## src/hw/rtl/pwcf_pkg.sv

```systemverilog
package pwcf_pkg;

    localparam int PAD_WORD_W  = 20;
    localparam int INDEX_W     = 7;
    localparam int CELL_Z_W    = 7;
    localparam int CELL_WIRE_W = 6;
    localparam int NUM_PAT     = 3;
    localparam int PAT_W       = 2;

    // most cells one word may give
    localparam int MAX_ITEM_CELLS = 60;

    // pattern offset of a pad in an earlier word relative to the current bit
    typedef logic signed [1:0] off_t;

    localparam off_t OFF_ZERO  = 2'sd0;
    localparam off_t OFF_PLUS  = 2'sd1;
    localparam off_t OFF_MINUS = -2'sd1;

    // z mod 3 selects the pattern set
    localparam logic [1:0] ZM_0 = 2'd0;
    localparam logic [1:0] ZM_1 = 2'd1;
    localparam logic [1:0] ZM_2 = 2'd2;

    localparam logic [PAT_W-1:0] PAT_0 = 2'd0;
    localparam logic [PAT_W-1:0] PAT_1 = 2'd1;
    localparam logic [PAT_W-1:0] PAT_2 = 2'd2;

    // bit window of the three words around the current bit
    typedef struct packed {
        logic cur;
        logic prev_lo;
        logic prev_mid;
        logic prev_hi;
        logic old_lo;
        logic old_mid;
        logic old_hi;
    } win_t;

    // control from the sequencer to the word shift registers
    typedef struct packed {
        logic load;
        logic rotate;
        logic first;
        logic last;
        logic commit;
        logic keep;
        logic join_grp;
        logic clear;
    } shift_ctl_t;

    typedef struct packed {
        logic [CELL_Z_W-1:0]    z;
        logic [CELL_WIRE_W-1:0] wire_no;
    } cell_t;

    typedef struct packed {
        logic pend_valid;
        logic out_free;
    } out_stat_t;

    // offset into the previous word
    function automatic off_t pat_prev_off(input logic [1:0] zm, input logic [PAT_W-1:0] p);
        off_t r;
        r = OFF_ZERO;
        unique case ({zm, p})
            {ZM_0, PAT_0}: r = OFF_ZERO;
            {ZM_0, PAT_1}: r = OFF_ZERO;
            {ZM_0, PAT_2}: r = OFF_PLUS;
            {ZM_1, PAT_0}: r = OFF_ZERO;
            {ZM_1, PAT_1}: r = OFF_ZERO;
            {ZM_1, PAT_2}: r = OFF_PLUS;
            {ZM_2, PAT_0}: r = OFF_ZERO;
            {ZM_2, PAT_1}: r = OFF_MINUS;
            {ZM_2, PAT_2}: r = OFF_MINUS;
            default:       r = OFF_ZERO;
        endcase
        return r;
    endfunction

    // offset into the word before the previous one
    function automatic off_t pat_old_off(input logic [1:0] zm, input logic [PAT_W-1:0] p);
        off_t r;
        r = OFF_ZERO;
        unique case ({zm, p})
            {ZM_0, PAT_0}: r = OFF_ZERO;
            {ZM_0, PAT_1}: r = OFF_PLUS;
            {ZM_0, PAT_2}: r = OFF_PLUS;
            {ZM_1, PAT_0}: r = OFF_ZERO;
            {ZM_1, PAT_1}: r = OFF_MINUS;
            {ZM_1, PAT_2}: r = OFF_ZERO;
            {ZM_2, PAT_0}: r = OFF_ZERO;
            {ZM_2, PAT_1}: r = OFF_MINUS;
            {ZM_2, PAT_2}: r = OFF_ZERO;
            default:       r = OFF_ZERO;
        endcase
        return r;
    endfunction

    // pad at bit b - off out of a three-bit window
    function automatic logic sel_bit(input logic lo, input logic mid, input logic hi,
                                     input off_t off);
        logic r;
        r = 1'b0;
        unique case (off)
            OFF_PLUS:  r = lo;
            OFF_ZERO:  r = mid;
            OFF_MINUS: r = hi;
            default:   r = 1'b0;
        endcase
        return r;
    endfunction

    // 8-bit value mod 3: base-4 digits each weigh 1 mod 3
    function automatic logic [1:0] mod3_8(input logic [7:0] v);
        logic [3:0] s;
        logic [2:0] t;
        s = 4'(v[1:0]) + 4'(v[3:2]) + 4'(v[5:4]) + 4'(v[7:6]);
        t = 3'(s[3:2]) + 3'(s[1:0]);
        if (t >= 3'd3)
        begin
            t = t - 3'd3;
        end
        if (t >= 3'd3)
        begin
            t = t - 3'd3;
        end
        return t[1:0];
    endfunction

endpackage

```

## src/hw/rtl/pwcf_in_if.sv

```systemverilog
interface pwcf_in_if
    import pwcf_pkg::*;
();
    logic                  valid;
    logic                  ready;
    logic [PAD_WORD_W-1:0] pad_word;
    logic [INDEX_W-1:0]    word_index;
    logic                  end_of_event;

    modport source (output valid, pad_word, word_index, end_of_event, input ready);
    modport sink   (input valid, pad_word, word_index, end_of_event, output ready);
endinterface

```

## src/hw/rtl/pwcf_out_if.sv

```systemverilog
interface pwcf_out_if
    import pwcf_pkg::*;
();
    logic                   valid;
    logic                   ready;
    logic [CELL_Z_W-1:0]    cell_z;
    logic [CELL_WIRE_W-1:0] cell_wire;
    logic                   last_cell;

    modport source (output valid, cell_z, cell_wire, last_cell, input ready);
    modport sink   (input valid, cell_z, cell_wire, last_cell, output ready);
endinterface

```

## src/hw/rtl/pwcf_word_shift.sv

```systemverilog
module pwcf_word_shift
    import pwcf_pkg::*;
#(
    parameter int PADS_PER_WORD = 20
)
(
    input  logic                  clk,
    input  logic                  rst_n,
    input  logic [PAD_WORD_W-1:0] pad_word,
    input  shift_ctl_t            ctl,
    output win_t                  win
);

    localparam int P = PADS_PER_WORD;

    logic [P-1:0] cur_reg, cur_next;
    logic [P-1:0] prev_reg, prev_next;
    logic [P-1:0] old_reg, old_next;
    logic [PAD_WORD_W+P-1:0] ext;

    assign ext = {{P{1'b0}}, pad_word};

    // rotating right by one per bit, the words are back in place after P steps
    always_comb
    begin
        cur_next  = cur_reg;
        prev_next = prev_reg;
        old_next  = old_reg;
        if (ctl.load)
        begin
            cur_next = ext[P-1:0];
        end
        else if (ctl.rotate)
        begin
            cur_next  = {cur_reg[0], cur_reg[P-1:1]};
            prev_next = {prev_reg[0], prev_reg[P-1:1]};
            old_next  = {old_reg[0], old_reg[P-1:1]};
        end
        else if (ctl.commit)
        begin
            if (ctl.clear)
            begin
                prev_next = '0;
                old_next  = '0;
            end
            else if (ctl.keep)
            begin
                old_next  = ctl.join_grp ? prev_reg : '0;
                prev_next = cur_reg;
            end
        end
    end

    always_ff @(posedge clk or negedge rst_n)
    begin
        if (!rst_n)
        begin
            cur_reg  <= '0;
            prev_reg <= '0;
            old_reg  <= '0;
        end
        else
        begin
            cur_reg  <= cur_next;
            prev_reg <= prev_next;
            old_reg  <= old_next;
        end
    end

    // neighbors off the word edge read as empty
    always_comb
    begin
        win.cur      = cur_reg[0];
        win.prev_mid = prev_reg[0];
        win.old_mid  = old_reg[0];
        win.prev_lo  = ctl.first ? 1'b0 : prev_reg[P-1];
        win.old_lo   = ctl.first ? 1'b0 : old_reg[P-1];
        win.prev_hi  = ctl.last ? 1'b0 : prev_reg[1];
        win.old_hi   = ctl.last ? 1'b0 : old_reg[1];
    end

endmodule

```

## src/hw/rtl/pwcf_cell_out.sv

```systemverilog
module pwcf_cell_out
    import pwcf_pkg::*;
(
    input  logic              clk,
    input  logic              rst_n,
    input  cell_t             hit,
    input  logic              new_cell,
    input  logic              flush,
    output out_stat_t         stat,
    pwcf_out_if.source        cells
);

    logic  pend_valid_reg, pend_valid_next;
    cell_t pend_reg, pend_next;
    logic  out_valid_reg, out_valid_next;
    cell_t out_reg, out_next;
    logic  out_last_reg, out_last_next;
    logic  out_free;

    assign out_free = !out_valid_reg || cells.ready;

    // one cell held back so the final one of an item can be marked
    always_comb
    begin
        pend_valid_next = pend_valid_reg;
        pend_next       = pend_reg;
        out_valid_next  = out_valid_reg;
        out_next        = out_reg;
        out_last_next   = out_last_reg;
        if (out_valid_reg && cells.ready)
        begin
            out_valid_next = 1'b0;
        end
        if (new_cell)
        begin
            if (pend_valid_reg)
            begin
                out_valid_next = 1'b1;
                out_next       = pend_reg;
                out_last_next  = 1'b0;
            end
            pend_valid_next = 1'b1;
            pend_next       = hit;
        end
        else if (flush && pend_valid_reg)
        begin
            out_valid_next  = 1'b1;
            out_next        = pend_reg;
            out_last_next   = 1'b1;
            pend_valid_next = 1'b0;
        end
    end

    always_ff @(posedge clk or negedge rst_n)
    begin
        if (!rst_n)
        begin
            pend_valid_reg <= 1'b0;
            out_valid_reg  <= 1'b0;
        end
        else
        begin
            pend_valid_reg <= pend_valid_next;
            out_valid_reg  <= out_valid_next;
        end
    end

    always_ff @(posedge clk)
    begin
        pend_reg     <= pend_next;
        out_reg      <= out_next;
        out_last_reg <= out_last_next;
    end

    assign stat.pend_valid = pend_valid_reg;
    assign stat.out_free   = out_free;

    assign cells.valid     = out_valid_reg;
    assign cells.cell_z    = out_reg.z;
    assign cells.cell_wire = out_reg.wire_no;
    assign cells.last_cell = out_last_reg;

endmodule

```

## src/hw/rtl/pad_word_cell_finder.sv

```systemverilog
// Pad word cell finder. Fired-pad words of one event come in on the words
// channel in word order; words at consecutive indices whose pads touch (same
// pad or a neighbor) form a group, and from the third word of a group on every
// fired pad is tested against three pad patterns in the two earlier words, the
// pattern set picked by cell z mod 3. Each match gives one cell item (z, wire)
// on the cells channel, lowest pad first and patterns in order, with last_cell
// set on the final cell of a word; a word gives at most 60 cells and further
// matches are dropped. A zero word or one with an index at or
// beyond WORDS_PER_EVENT gives nothing and leaves the group alone; end_of_event
// clears the group after its word. The three words sit in rotating shift
// registers and are scanned one pad per cycle; a pad is held while it has
// further matches found on it or while the cells side holds off the output.
// A word is taken only between scans; one finished cell waits in the pending
// register while the next is found.
module pad_word_cell_finder
    import pwcf_pkg::*;
#(
    parameter int WORDS_PER_EVENT = 108,
    parameter int PADS_PER_WORD   = 20
)
(
    input  logic       clk,
    input  logic       rst_n,
    pwcf_in_if.sink    words,
    pwcf_out_if.source cells
);

    localparam int P     = PADS_PER_WORD;
    localparam int BIT_W = $clog2(P);
    localparam logic [BIT_W-1:0] LAST_BIT = BIT_W'(P - 1);
    localparam logic [8:0] WPE = 9'(WORDS_PER_EVENT);
    localparam logic [CELL_WIRE_W-1:0] BASE0 = CELL_WIRE_W'(((P - 1) * 3) % 64);
    localparam logic [CELL_WIRE_W-1:0] WIRE_STEP = CELL_WIRE_W'(3);
    localparam logic [5:0] CELL_CAP = 6'(MAX_ITEM_CELLS);

    localparam logic [1:0] ST_IDLE  = 2'd0;
    localparam logic [1:0] ST_SCAN  = 2'd1;
    localparam logic [1:0] ST_FLUSH = 2'd2;

    logic [1:0] state_reg, state_next;

    // group state
    logic [INDEX_W-1:0] prev_index_reg, prev_index_next;
    logic [1:0]         group_len_reg, group_len_next;

    // per item
    logic [INDEX_W-1:0]     idx_reg, idx_next;
    logic                   eoe_reg, eoe_next;
    logic [CELL_Z_W-1:0]    z_reg, z_next;
    logic [1:0]             zm_reg, zm_next;
    logic                   idx_ok_reg, idx_ok_next;
    logic                   emit_en_reg, emit_en_next;
    logic                   try_join_reg, try_join_next;

    // scan
    logic [BIT_W-1:0]       bit_reg, bit_next;
    logic [CELL_WIRE_W-1:0] base_reg, base_next;
    logic [NUM_PAT-1:0]     done_reg, done_next;
    logic                   nz_reg, nz_next;
    logic                   ov_reg, ov_next;
    // cells found so far for this item
    logic [5:0]             cnt_reg, cnt_next;

    logic [7:0]         z_full;
    logic               idx_ok, consec;
    win_t               win;
    shift_ctl_t         ctl;
    out_stat_t          ostat;
    logic [NUM_PAT-1:0] match, rem, rem_after, pick_vec;
    logic [PAT_W-1:0]   pick;
    logic               can_emit, emit, advance, finish, flush;
    off_t               d0, d1;
    logic signed [2:0]  dsum;
    cell_t              hit;

    assign words.ready = (state_reg == ST_IDLE);

    // z of the incoming word and its group relation
    assign z_full = 8'(WPE - 9'd1 - 9'(words.word_index));
    assign idx_ok = 9'(words.word_index) < WPE;
    assign consec = 8'(words.word_index) == 8'(prev_index_reg) + 8'd1;

    // pattern matches at the current pad
    always_comb
    begin
        for (int p = 0; p < NUM_PAT; p++)
        begin
            match[p] = emit_en_reg && win.cur
                && sel_bit(win.prev_lo, win.prev_mid, win.prev_hi,
                           pat_prev_off(zm_reg, PAT_W'(p)))
                && sel_bit(win.old_lo, win.old_mid, win.old_hi,
                           pat_old_off(zm_reg, PAT_W'(p)));
        end
    end

    // once the cap is reached the rest of the scan gives nothing
    assign rem = (state_reg == ST_SCAN && cnt_reg != CELL_CAP) ? (match & ~done_reg) : '0;

    // lowest pattern still open at this pad
    always_comb
    begin
        pick     = PAT_0;
        pick_vec = '0;
        if (rem[0])
        begin
            pick     = PAT_0;
            pick_vec = 3'b001;
        end
        else if (rem[1])
        begin
            pick     = PAT_1;
            pick_vec = 3'b010;
        end
        else if (rem[2])
        begin
            pick     = PAT_2;
            pick_vec = 3'b100;
        end
    end

    assign rem_after = rem & ~pick_vec;
    assign can_emit  = !ostat.pend_valid || ostat.out_free;
    assign emit      = (rem != '0) && can_emit;
    assign advance   = (state_reg == ST_SCAN)
                       && ((rem == '0) || (emit && rem_after == '0));
    assign finish    = (state_reg == ST_FLUSH) && can_emit;
    assign flush     = finish && ostat.pend_valid;

    assign d0   = pat_prev_off(zm_reg, pick);
    assign d1   = pat_old_off(zm_reg, pick);
    assign dsum = 3'(d0) + 3'(d1);

    assign hit.z       = z_reg;
    assign hit.wire_no = base_reg + {{(CELL_WIRE_W-3){dsum[2]}}, dsum};

    always_comb
    begin
        ctl.load     = words.valid && words.ready;
        ctl.rotate   = advance;
        ctl.first    = (bit_reg == '0);
        ctl.last     = (bit_reg == LAST_BIT);
        ctl.commit   = finish;
        ctl.keep     = idx_ok_reg && nz_reg;
        ctl.join_grp = try_join_reg && ov_reg;
        ctl.clear    = eoe_reg;
    end

    always_comb
    begin
        state_next      = state_reg;
        prev_index_next = prev_index_reg;
        group_len_next  = group_len_reg;
        idx_next        = idx_reg;
        eoe_next        = eoe_reg;
        z_next          = z_reg;
        zm_next         = zm_reg;
        idx_ok_next     = idx_ok_reg;
        emit_en_next    = emit_en_reg;
        try_join_next   = try_join_reg;
        bit_next        = bit_reg;
        base_next       = base_reg;
        done_next       = done_reg;
        nz_next         = nz_reg;
        ov_next         = ov_reg;
        cnt_next        = cnt_reg;

        unique case (state_reg)
            ST_IDLE:
            begin
                if (words.valid)
                begin
                    idx_next      = words.word_index;
                    eoe_next      = words.end_of_event;
                    z_next        = z_full[CELL_Z_W-1:0];
                    zm_next       = mod3_8(z_full);
                    idx_ok_next   = idx_ok;
                    try_join_next = idx_ok && (group_len_reg != 2'd0) && consec;
                    emit_en_next  = idx_ok && (group_len_reg >= 2'd2) && consec;
                    bit_next      = '0;
                    base_next     = BASE0;
                    done_next     = '0;
                    nz_next       = 1'b0;
                    ov_next       = 1'b0;
                    cnt_next      = '0;
                    state_next    = ST_SCAN;
                end
            end
            ST_SCAN:
            begin
                if (emit)
                begin
                    cnt_next = cnt_reg + 6'd1;
                end
                if (emit && rem_after != '0)
                begin
                    done_next = done_reg | pick_vec;
                end
                if (advance)
                begin
                    done_next = '0;
                    bit_next  = bit_reg + BIT_W'(1);
                    base_next = base_reg - WIRE_STEP;
                    nz_next   = nz_reg | win.cur;
                    ov_next   = ov_reg | (win.cur
                                & (win.prev_lo | win.prev_mid | win.prev_hi));
                    if (bit_reg == LAST_BIT)
                    begin
                        state_next = ST_FLUSH;
                    end
                end
            end
            ST_FLUSH:
            begin
                if (finish)
                begin
                    if (idx_ok_reg && nz_reg)
                    begin
                        prev_index_next = idx_reg;
                        if (try_join_reg && ov_reg)
                        begin
                            if (group_len_reg != 2'd3)
                            begin
                                group_len_next = group_len_reg + 2'd1;
                            end
                        end
                        else
                        begin
                            group_len_next = 2'd1;
                        end
                    end
                    if (eoe_reg)
                    begin
                        prev_index_next = '0;
                        group_len_next  = 2'd0;
                    end
                    state_next = ST_IDLE;
                end
            end
            default:
            begin
                state_next = ST_IDLE;
            end
        endcase
    end

    always_ff @(posedge clk or negedge rst_n)
    begin
        if (!rst_n)
        begin
            state_reg      <= ST_IDLE;
            prev_index_reg <= '0;
            group_len_reg  <= 2'd0;
            idx_ok_reg     <= 1'b0;
            emit_en_reg    <= 1'b0;
            try_join_reg   <= 1'b0;
            eoe_reg        <= 1'b0;
            bit_reg        <= '0;
            done_reg       <= '0;
            nz_reg         <= 1'b0;
            ov_reg         <= 1'b0;
            cnt_reg        <= '0;
        end
        else
        begin
            state_reg      <= state_next;
            prev_index_reg <= prev_index_next;
            group_len_reg  <= group_len_next;
            idx_ok_reg     <= idx_ok_next;
            emit_en_reg    <= emit_en_next;
            try_join_reg   <= try_join_next;
            eoe_reg        <= eoe_next;
            bit_reg        <= bit_next;
            done_reg       <= done_next;
            nz_reg         <= nz_next;
            ov_reg         <= ov_next;
            cnt_reg        <= cnt_next;
        end
    end

    always_ff @(posedge clk)
    begin
        idx_reg  <= idx_next;
        z_reg    <= z_next;
        zm_reg   <= zm_next;
        base_reg <= base_next;
    end

    pwcf_word_shift #(
        .PADS_PER_WORD (PADS_PER_WORD)
    ) u_word_shift (
        .clk      (clk),
        .rst_n    (rst_n),
        .pad_word (words.pad_word),
        .ctl      (ctl),
        .win      (win)
    );

    pwcf_cell_out u_cell_out (
        .clk      (clk),
        .rst_n    (rst_n),
        .hit      (hit),
        .new_cell (emit),
        .flush    (flush),
        .stat     (ostat),
        .cells    (cells)
    );

endmodule

```

## src/flat_wrapper.sv

```systemverilog
// flat-port wrapper written by rule: the top's interface ports become plain ports
module pad_word_cell_finder_flat import pwcf_pkg::*;
#(
    parameter int WORDS_PER_EVENT = 108,
    parameter int PADS_PER_WORD   = 20
)
  (clk, rst_n, words_valid, words_pad_word, words_word_index, words_end_of_event, words_ready, cells_valid, cells_cell_z, cells_cell_wire, cells_last_cell, cells_ready);
  pwcf_in_if words_i ();
  pwcf_out_if cells_i ();
  input  logic clk;
  input  logic rst_n;
  input wire logic [$bits(words_i.valid)-1:0] words_valid;
  input wire logic [$bits(words_i.pad_word)-1:0] words_pad_word;
  input wire logic [$bits(words_i.word_index)-1:0] words_word_index;
  input wire logic [$bits(words_i.end_of_event)-1:0] words_end_of_event;
  output wire logic [$bits(words_i.ready)-1:0] words_ready;
  output wire logic [$bits(cells_i.valid)-1:0] cells_valid;
  output wire logic [$bits(cells_i.cell_z)-1:0] cells_cell_z;
  output wire logic [$bits(cells_i.cell_wire)-1:0] cells_cell_wire;
  output wire logic [$bits(cells_i.last_cell)-1:0] cells_last_cell;
  input wire logic [$bits(cells_i.ready)-1:0] cells_ready;
  assign words_i.valid = words_valid;
  assign words_i.pad_word = words_pad_word;
  assign words_i.word_index = words_word_index;
  assign words_i.end_of_event = words_end_of_event;
  assign words_ready = words_i.ready;
  assign cells_valid = cells_i.valid;
  assign cells_cell_z = cells_i.cell_z;
  assign cells_cell_wire = cells_i.cell_wire;
  assign cells_last_cell = cells_i.last_cell;
  assign cells_i.ready = cells_ready;
  pad_word_cell_finder #(.WORDS_PER_EVENT(WORDS_PER_EVENT), .PADS_PER_WORD(PADS_PER_WORD)) u_core (.clk(clk), .rst_n(rst_n), .words(words_i), .cells(cells_i));
endmodule
```

## config.mk

```make
export PLATFORM = sky130hd
export DESIGN_NAME = pad_word_cell_finder_flat
export DESIGN_NICKNAME = d
export VERILOG_FILES = /design/src/hw/rtl/pwcf_pkg.sv /design/src/hw/rtl/pwcf_in_if.sv /design/src/hw/rtl/pwcf_out_if.sv /design/src/hw/rtl/pwcf_word_shift.sv /design/src/hw/rtl/pwcf_cell_out.sv /design/src/hw/rtl/pad_word_cell_finder.sv /design/src/flat_wrapper.sv
export SDC_FILE = /design/constraint.sdc
export NUM_CORES = 1
export LEC_CHECK = 0
export ABC_AREA = 0
export BUFFER_PORTS_ARGS = -buffer_cell sky130_fd_sc_hd__buf_4
export CAP_MARGIN = 10
export CELL_PAD_IN_SITES_DETAIL_PLACEMENT = 2
export CELL_PAD_IN_SITES_GLOBAL_PLACEMENT = 2
export CORE_MARGIN = 2
export CORE_UTILIZATION = 26
export CTS_CLUSTER_SIZE = 10
export DETAILED_ROUTE_END_ITERATION = 8
export PLACE_DENSITY = 0.66
export SLEW_MARGIN = 10
export SYNTH_ARGS = -nofsm -noshare
export SYNTH_HDL_FRONTEND = slang
export SYNTH_SLANG_ARGS = --single-unit
```

## constraint.sdc

```tcl
create_clock -name clk -period 5.66 [get_ports clk]
set_input_delay 1.132 -clock clk [delete_from_list [all_inputs] [get_ports clk]]
set_output_delay 1.132 -clock clk [all_outputs]
set_load 0.05 [all_outputs]
```

==> results_tabular.tex <==
\begin{tabular}{lr}
\hline
Metric & Value \\
\hline
\multicolumn{2}{l}{\textbf{Run status}} \\
\quad Status & complete, no violations \\
\multicolumn{2}{l}{\textbf{Power and ir drop}} \\
\quad Combinational share of power & 31.6\% \\
\quad Internal portion of total power & 2.568 mW \\
\quad Post-layout total power & 3.976 mW \\
\quad Power density over cell area & 473.9 nW/um\^{}2 \\
\quad Register share of total power & 39.1\% \\
\quad Leakage Power & 3.505 nW \\
\quad Clk pwr share & 29.2\% \\
\quad Switching share of power & 35.43\% \\
\quad Worst voltage drop across the vdd grid & 199.8 uV \\
\quad Switching power & 1.409 mW \\
\multicolumn{2}{l}{\textbf{Timing}} \\
\quad Number of hold violations in the final report & 0 \\
\quad Final setup TNS & 0 ps \\
\quad Worst hold-check slack & 422.4 ps \\
\quad Transition at the pin with the smallest max-transition slack & 1011 ps \\
\quad Worst clock skew & 15.53 ps \\
\quad Final slew viol count & 0 \\
\quad Fraction of the cycle the final worst path needs & 97.69\% \\
\quad Setup repair after global routing missed its margin & false \\
\quad Final Critical Period & 5529 ps \\
\quad Number of failing setup endpoints in the final timing report & 0 \\
\quad Worst slew margin relative to its limit & 32.55\% \\
\quad Highest attainable clock frequency & 0.1809 GHz \\
\multicolumn{2}{l}{\textbf{Yosys}} \\
\quad Cell count after synthesis & 699 \\
\quad Yosys warnings & 0 \\
\quad Area share of the largest cell type after synthesis & 33.14\% \\
\quad Most frequent cell after synthesis & sky130\_fd\_sc\_hd\_\_nand2\_1 \\
\quad Number of different library cells in the post-synthesis netlist & 56 \\
\quad Yosys reg bits & 141 \\
\quad Combined area of all synthesized cells & 7023 sq um \\
\quad Fraction of the yosys area taken by sequential cells & 53.66\% \\
\quad Async set-or-reset flop fraction in the synthesized netlist & 65.96\% \\
\quad Post-synth EDFFs & 48 \\
\quad Syn avg cell area & 10.05 sq um \\
\quad Cell type with the largest total area after synthesis & sky130\_fd\_sc\_hd\_\_dfrtp\_1 \\
\quad List of most frequent post-synthesis cells & 105 x sky130\_fd\_sc\_hd\_\_nand2\_1, 93 x sky130\_fd\_sc\_hd\_\_dfrtp\_1, 77 x sky130\_fd\_sc\_hd\_\_a21oi\_1, 61 x sky130\_fd\_sc\_hd\_\_nor2\_1, 48 x sky130\_fd\_sc\_hd\_\_edfxtp\_1 \\
\quad Leading cell types by total area after synthesis & sky130\_fd\_sc\_hd\_\_dfrtp\_1 33\%, sky130\_fd\_sc\_hd\_\_edfxtp\_1 21\%, sky130\_fd\_sc\_hd\_\_nand2\_1 5.6\% \\
\quad Post-synthesis net count & 768 \\
\quad Predominant post-synthesis flop cell & sky130\_fd\_sc\_hd\_\_dfrtp\_1 \\
\multicolumn{2}{l}{\textbf{CTS}} \\
\quad Number of buffers between clock root and the deepest sink & 2 \\
\quad Clock net sink count & 141 \\
\quad Clock tree from TritonCTS & yes \\
\quad Clock latency on the worst-skew pair & 440 ps \\
\quad Reg clk slew, reported paths & 70 ps \\
\quad \# H-tree levels & 4 \\
\quad Number of buffers added to fix hold violations after cts & 0 \\
\quad CTS Buf Count & 17 \\
\quad Clk root buf & sky130\_fd\_sc\_hd\_\_clkbuf\_16 \\
\multicolumn{2}{l}{\textbf{Setup path}} \\
\quad Largest fanout on the critical path & 4 \\
\quad Kind of critical path & in2reg \\
\quad Worst Path Required & 5830 ps \\
\quad Critical Path Max Stage Delay & 510 ps \\
\quad Slowest-stage cell, CP & sky130\_fd\_sc\_hd\_\_fa\_1 \\
\quad Buffers \& Inverters on Critical Path & 3 \\
\quad Cell with the most instances on the worst path & sky130\_fd\_sc\_hd\_\_ha\_1 \\
\quad Crit path capture type & flop \\
\quad Critical-path cell list & buf\_4 > ha\_1 > inv\_1 > fa\_1 > fa\_1 > ha\_1 > fa\_1 > ha\_1 > fa\_1 > ha\_1 > ha\_1 > or3\_4 > a21oi\_4 > ha\_1 > a21oi\_2 > buf\_4 > nand3\_1 > o21ai\_0 \\
\quad Arrival time at the worst endpoint & 5700 ps \\
\quad Delay-heaviest family, CP & adder cells \\
\quad CP startpoint kind & input port \\
\multicolumn{2}{l}{\textbf{Drt}} \\
\quad Count of TritonRoute iterations in the first routing pass & 4 \\
\quad Number of design rule violations left after detail routing & 0 \\
\quad Ratio of routed vias to standard cells & 4.803 \\
\quad Routed wire per std cell & 17.38 um \\
\quad Iter 0 DRT Violations & 292 \\
\quad Antenna Nets Post-Route & 0 \\
\quad Routed wire length & 19,070 um \\
\quad Number of vias in the routed layout & 5,269 \\
\multicolumn{2}{l}{\textbf{Global route}} \\
\quad Largest net degree at the start of global routing & 63 \\
\quad Global-route wire length before repair & 31,280 um \\
\quad Initial antenna violation count & 0 \\
\quad Global-route usage over all layers & 14.00\% \\
\quad Via count of the first global-routing pass & 5,832 \\
\quad Global route total overflow & 0 \\
\multicolumn{2}{l}{\textbf{Die}} \\
\quad Horiz. Die Dim & 168.4 um \\
\quad Y dimension of the die & 168.4 um \\
\quad Core ar. & 26,730 sq um \\
\quad Number of placement rows & 60 \\
\quad Number of top-level design ports & 48 \\
\quad Overall die area & 28,340 sq um \\
\quad Initial core utilization & 26.28\% \\
\multicolumn{2}{l}{\textbf{Place}} \\
\quad Total of buffers placed on input and output ports & 47 \\
\quad Dpl hpwl & 12,430 um \\
\quad Placed standard-cell area & 7752 sq um \\
\quad Gp weighted congestion & 0.7058 \\
\multicolumn{2}{l}{\textbf{Layout}} \\
\quad Area growth, synth to finish & 19.47\% \\
\quad Fraction of layout instances using a drive strength above 1 & 14.02\% \\
\quad Antenna diode count & 0 \\
\quad Final cell area excluding filler cells & 8391 sq um \\
\quad Net total in the final layout & 812 \\
\quad Count of filler cells inserted in the layout & 2,926 \\
\quad FF+latch area & 3769 sq um \\
\quad Area of combinational cells with multiple inputs & 3003 sq um \\
\multicolumn{2}{l}{\textbf{Flow run}} \\
\quad MaxCap Viol Count & 0 \\
\multicolumn{2}{l}{\textbf{Min path}} \\
\quad Worst hold path class & reg2reg \\
\hline
\end{tabular}
==> cell type report <==
cell class	instances	area share (%)
flip-flops and latches	141	44.91
inverters	34	1.521
clock inverters	15	2.073
well taps	341	5.085
multi-input cells	487	35.79
repair buffers	62	5.547
clock buffers	17	5.070
==> metrics by stage <==
stage | cells | util, % | worst slack (ps)
detailed placement | 1064 | 29.01 | -367.0
global placement | 1064 | 29.01 | -48.67
finish | 1097 | 31.40 | 130.7
floorplan | 699 | - | 206.2
global route | 1097 | 31.40 | 20.60
CTS | 1096 | 31.25 | 6.848
==> layer usage <==
metal / part of all wire, % / wire length (um) / GRT usage, %
met5: 0 / 0 / 0
met4: 1.6 / 300 / 4.910
met3: 2.6 / 495 / 2.962
met2: 49 / 9416 / 24.15
met1: 46 / 8854 / 17.35
==> power groups by stage <==
stage / clock network (mW) / registers, mW / logic, mW
6_report: 1.16 / 1.56 / 1.26
5_1_grt: 1.24 / 1.60 / 1.43
4_1_cts: 1.19 / 1.56 / 1.19
3_5_place_dp: 0 / 1.57 / 1.15
3_3_place_gp: 0 / 1.56 / 1.07
2_1_floorplan: 0 / 1.50 / 0.831
==> path summary, 6_finish.rpt <==
path / cells past startpoint / to / start / slack [ps]
setup / recovery: 18 / u_core.zm_reg[0] / words_word_index[2] / 130
hold / removal: 0 / u_core.u_cell_out.cells.cell_wire[1] / u_core.u_cell_out.pend_reg[1] / 420
setup reg to reg: 19 / u_core.u_cell_out.pend_reg[5] / u_core.zm_reg[1] / 540
hold reg to reg: 0 / u_core.u_cell_out.cells.cell_wire[1] / u_core.u_cell_out.pend_reg[1] / 420
max in group asynchronous: 2 / u_core.u_word_shift.cur_reg[18] / rst_n / 3860
min in group asynchronous: 1 / u_core.u_word_shift.cur_reg[4] / rst_n / 760
==> layout by cell type, fill, tap and decap left out, types with 7 or more instances in the layout <==
| cell type | count |
|---|---|
| sky130_fd_sc_hd__a21oi_1 | 75 |
| sky130_fd_sc_hd__a31oi_1 | 23 |
| sky130_fd_sc_hd__buf_4 | 62 |
| sky130_fd_sc_hd__clkbuf_16 | 17 |
| sky130_fd_sc_hd__dfrtp_1 | 93 |
| sky130_fd_sc_hd__edfxtp_1 | 48 |
| sky130_fd_sc_hd__fa_1 | 8 |
| sky130_fd_sc_hd__ha_1 | 29 |
| sky130_fd_sc_hd__inv_1 | 33 |
| sky130_fd_sc_hd__nand2_1 | 105 |
| sky130_fd_sc_hd__nand3_1 | 34 |
| sky130_fd_sc_hd__nand3b_1 | 7 |
| sky130_fd_sc_hd__nand4_1 | 7 |
| sky130_fd_sc_hd__nor2_1 | 58 |
| sky130_fd_sc_hd__nor3b_1 | 21 |
| sky130_fd_sc_hd__o21ai_0 | 29 |
| sky130_fd_sc_hd__xnor2_1 | 16 |
| sky130_fd_sc_hd__xor2_1 | 10 |
==> logic make-up after synthesis <==
family | count (synthesis) | synth area share, %
buf+inv | 71 | 4.204
compound gates | 157 | 13.17
simple gates | 263 | 17.71
flops | 141 | 53.66
fa+ha+maj | 37 | 7.447
xor+xnor | 26 | 3.242
mux | 4 | 0.5701
==> repair_timing <==
item | in CTS | in global routing
resized for setup | 0 | 8
setup endpoints to repair | 0 | 2
setup buffers | 0 | 1
No activity file was read; power rests on OpenSTA's default activity.
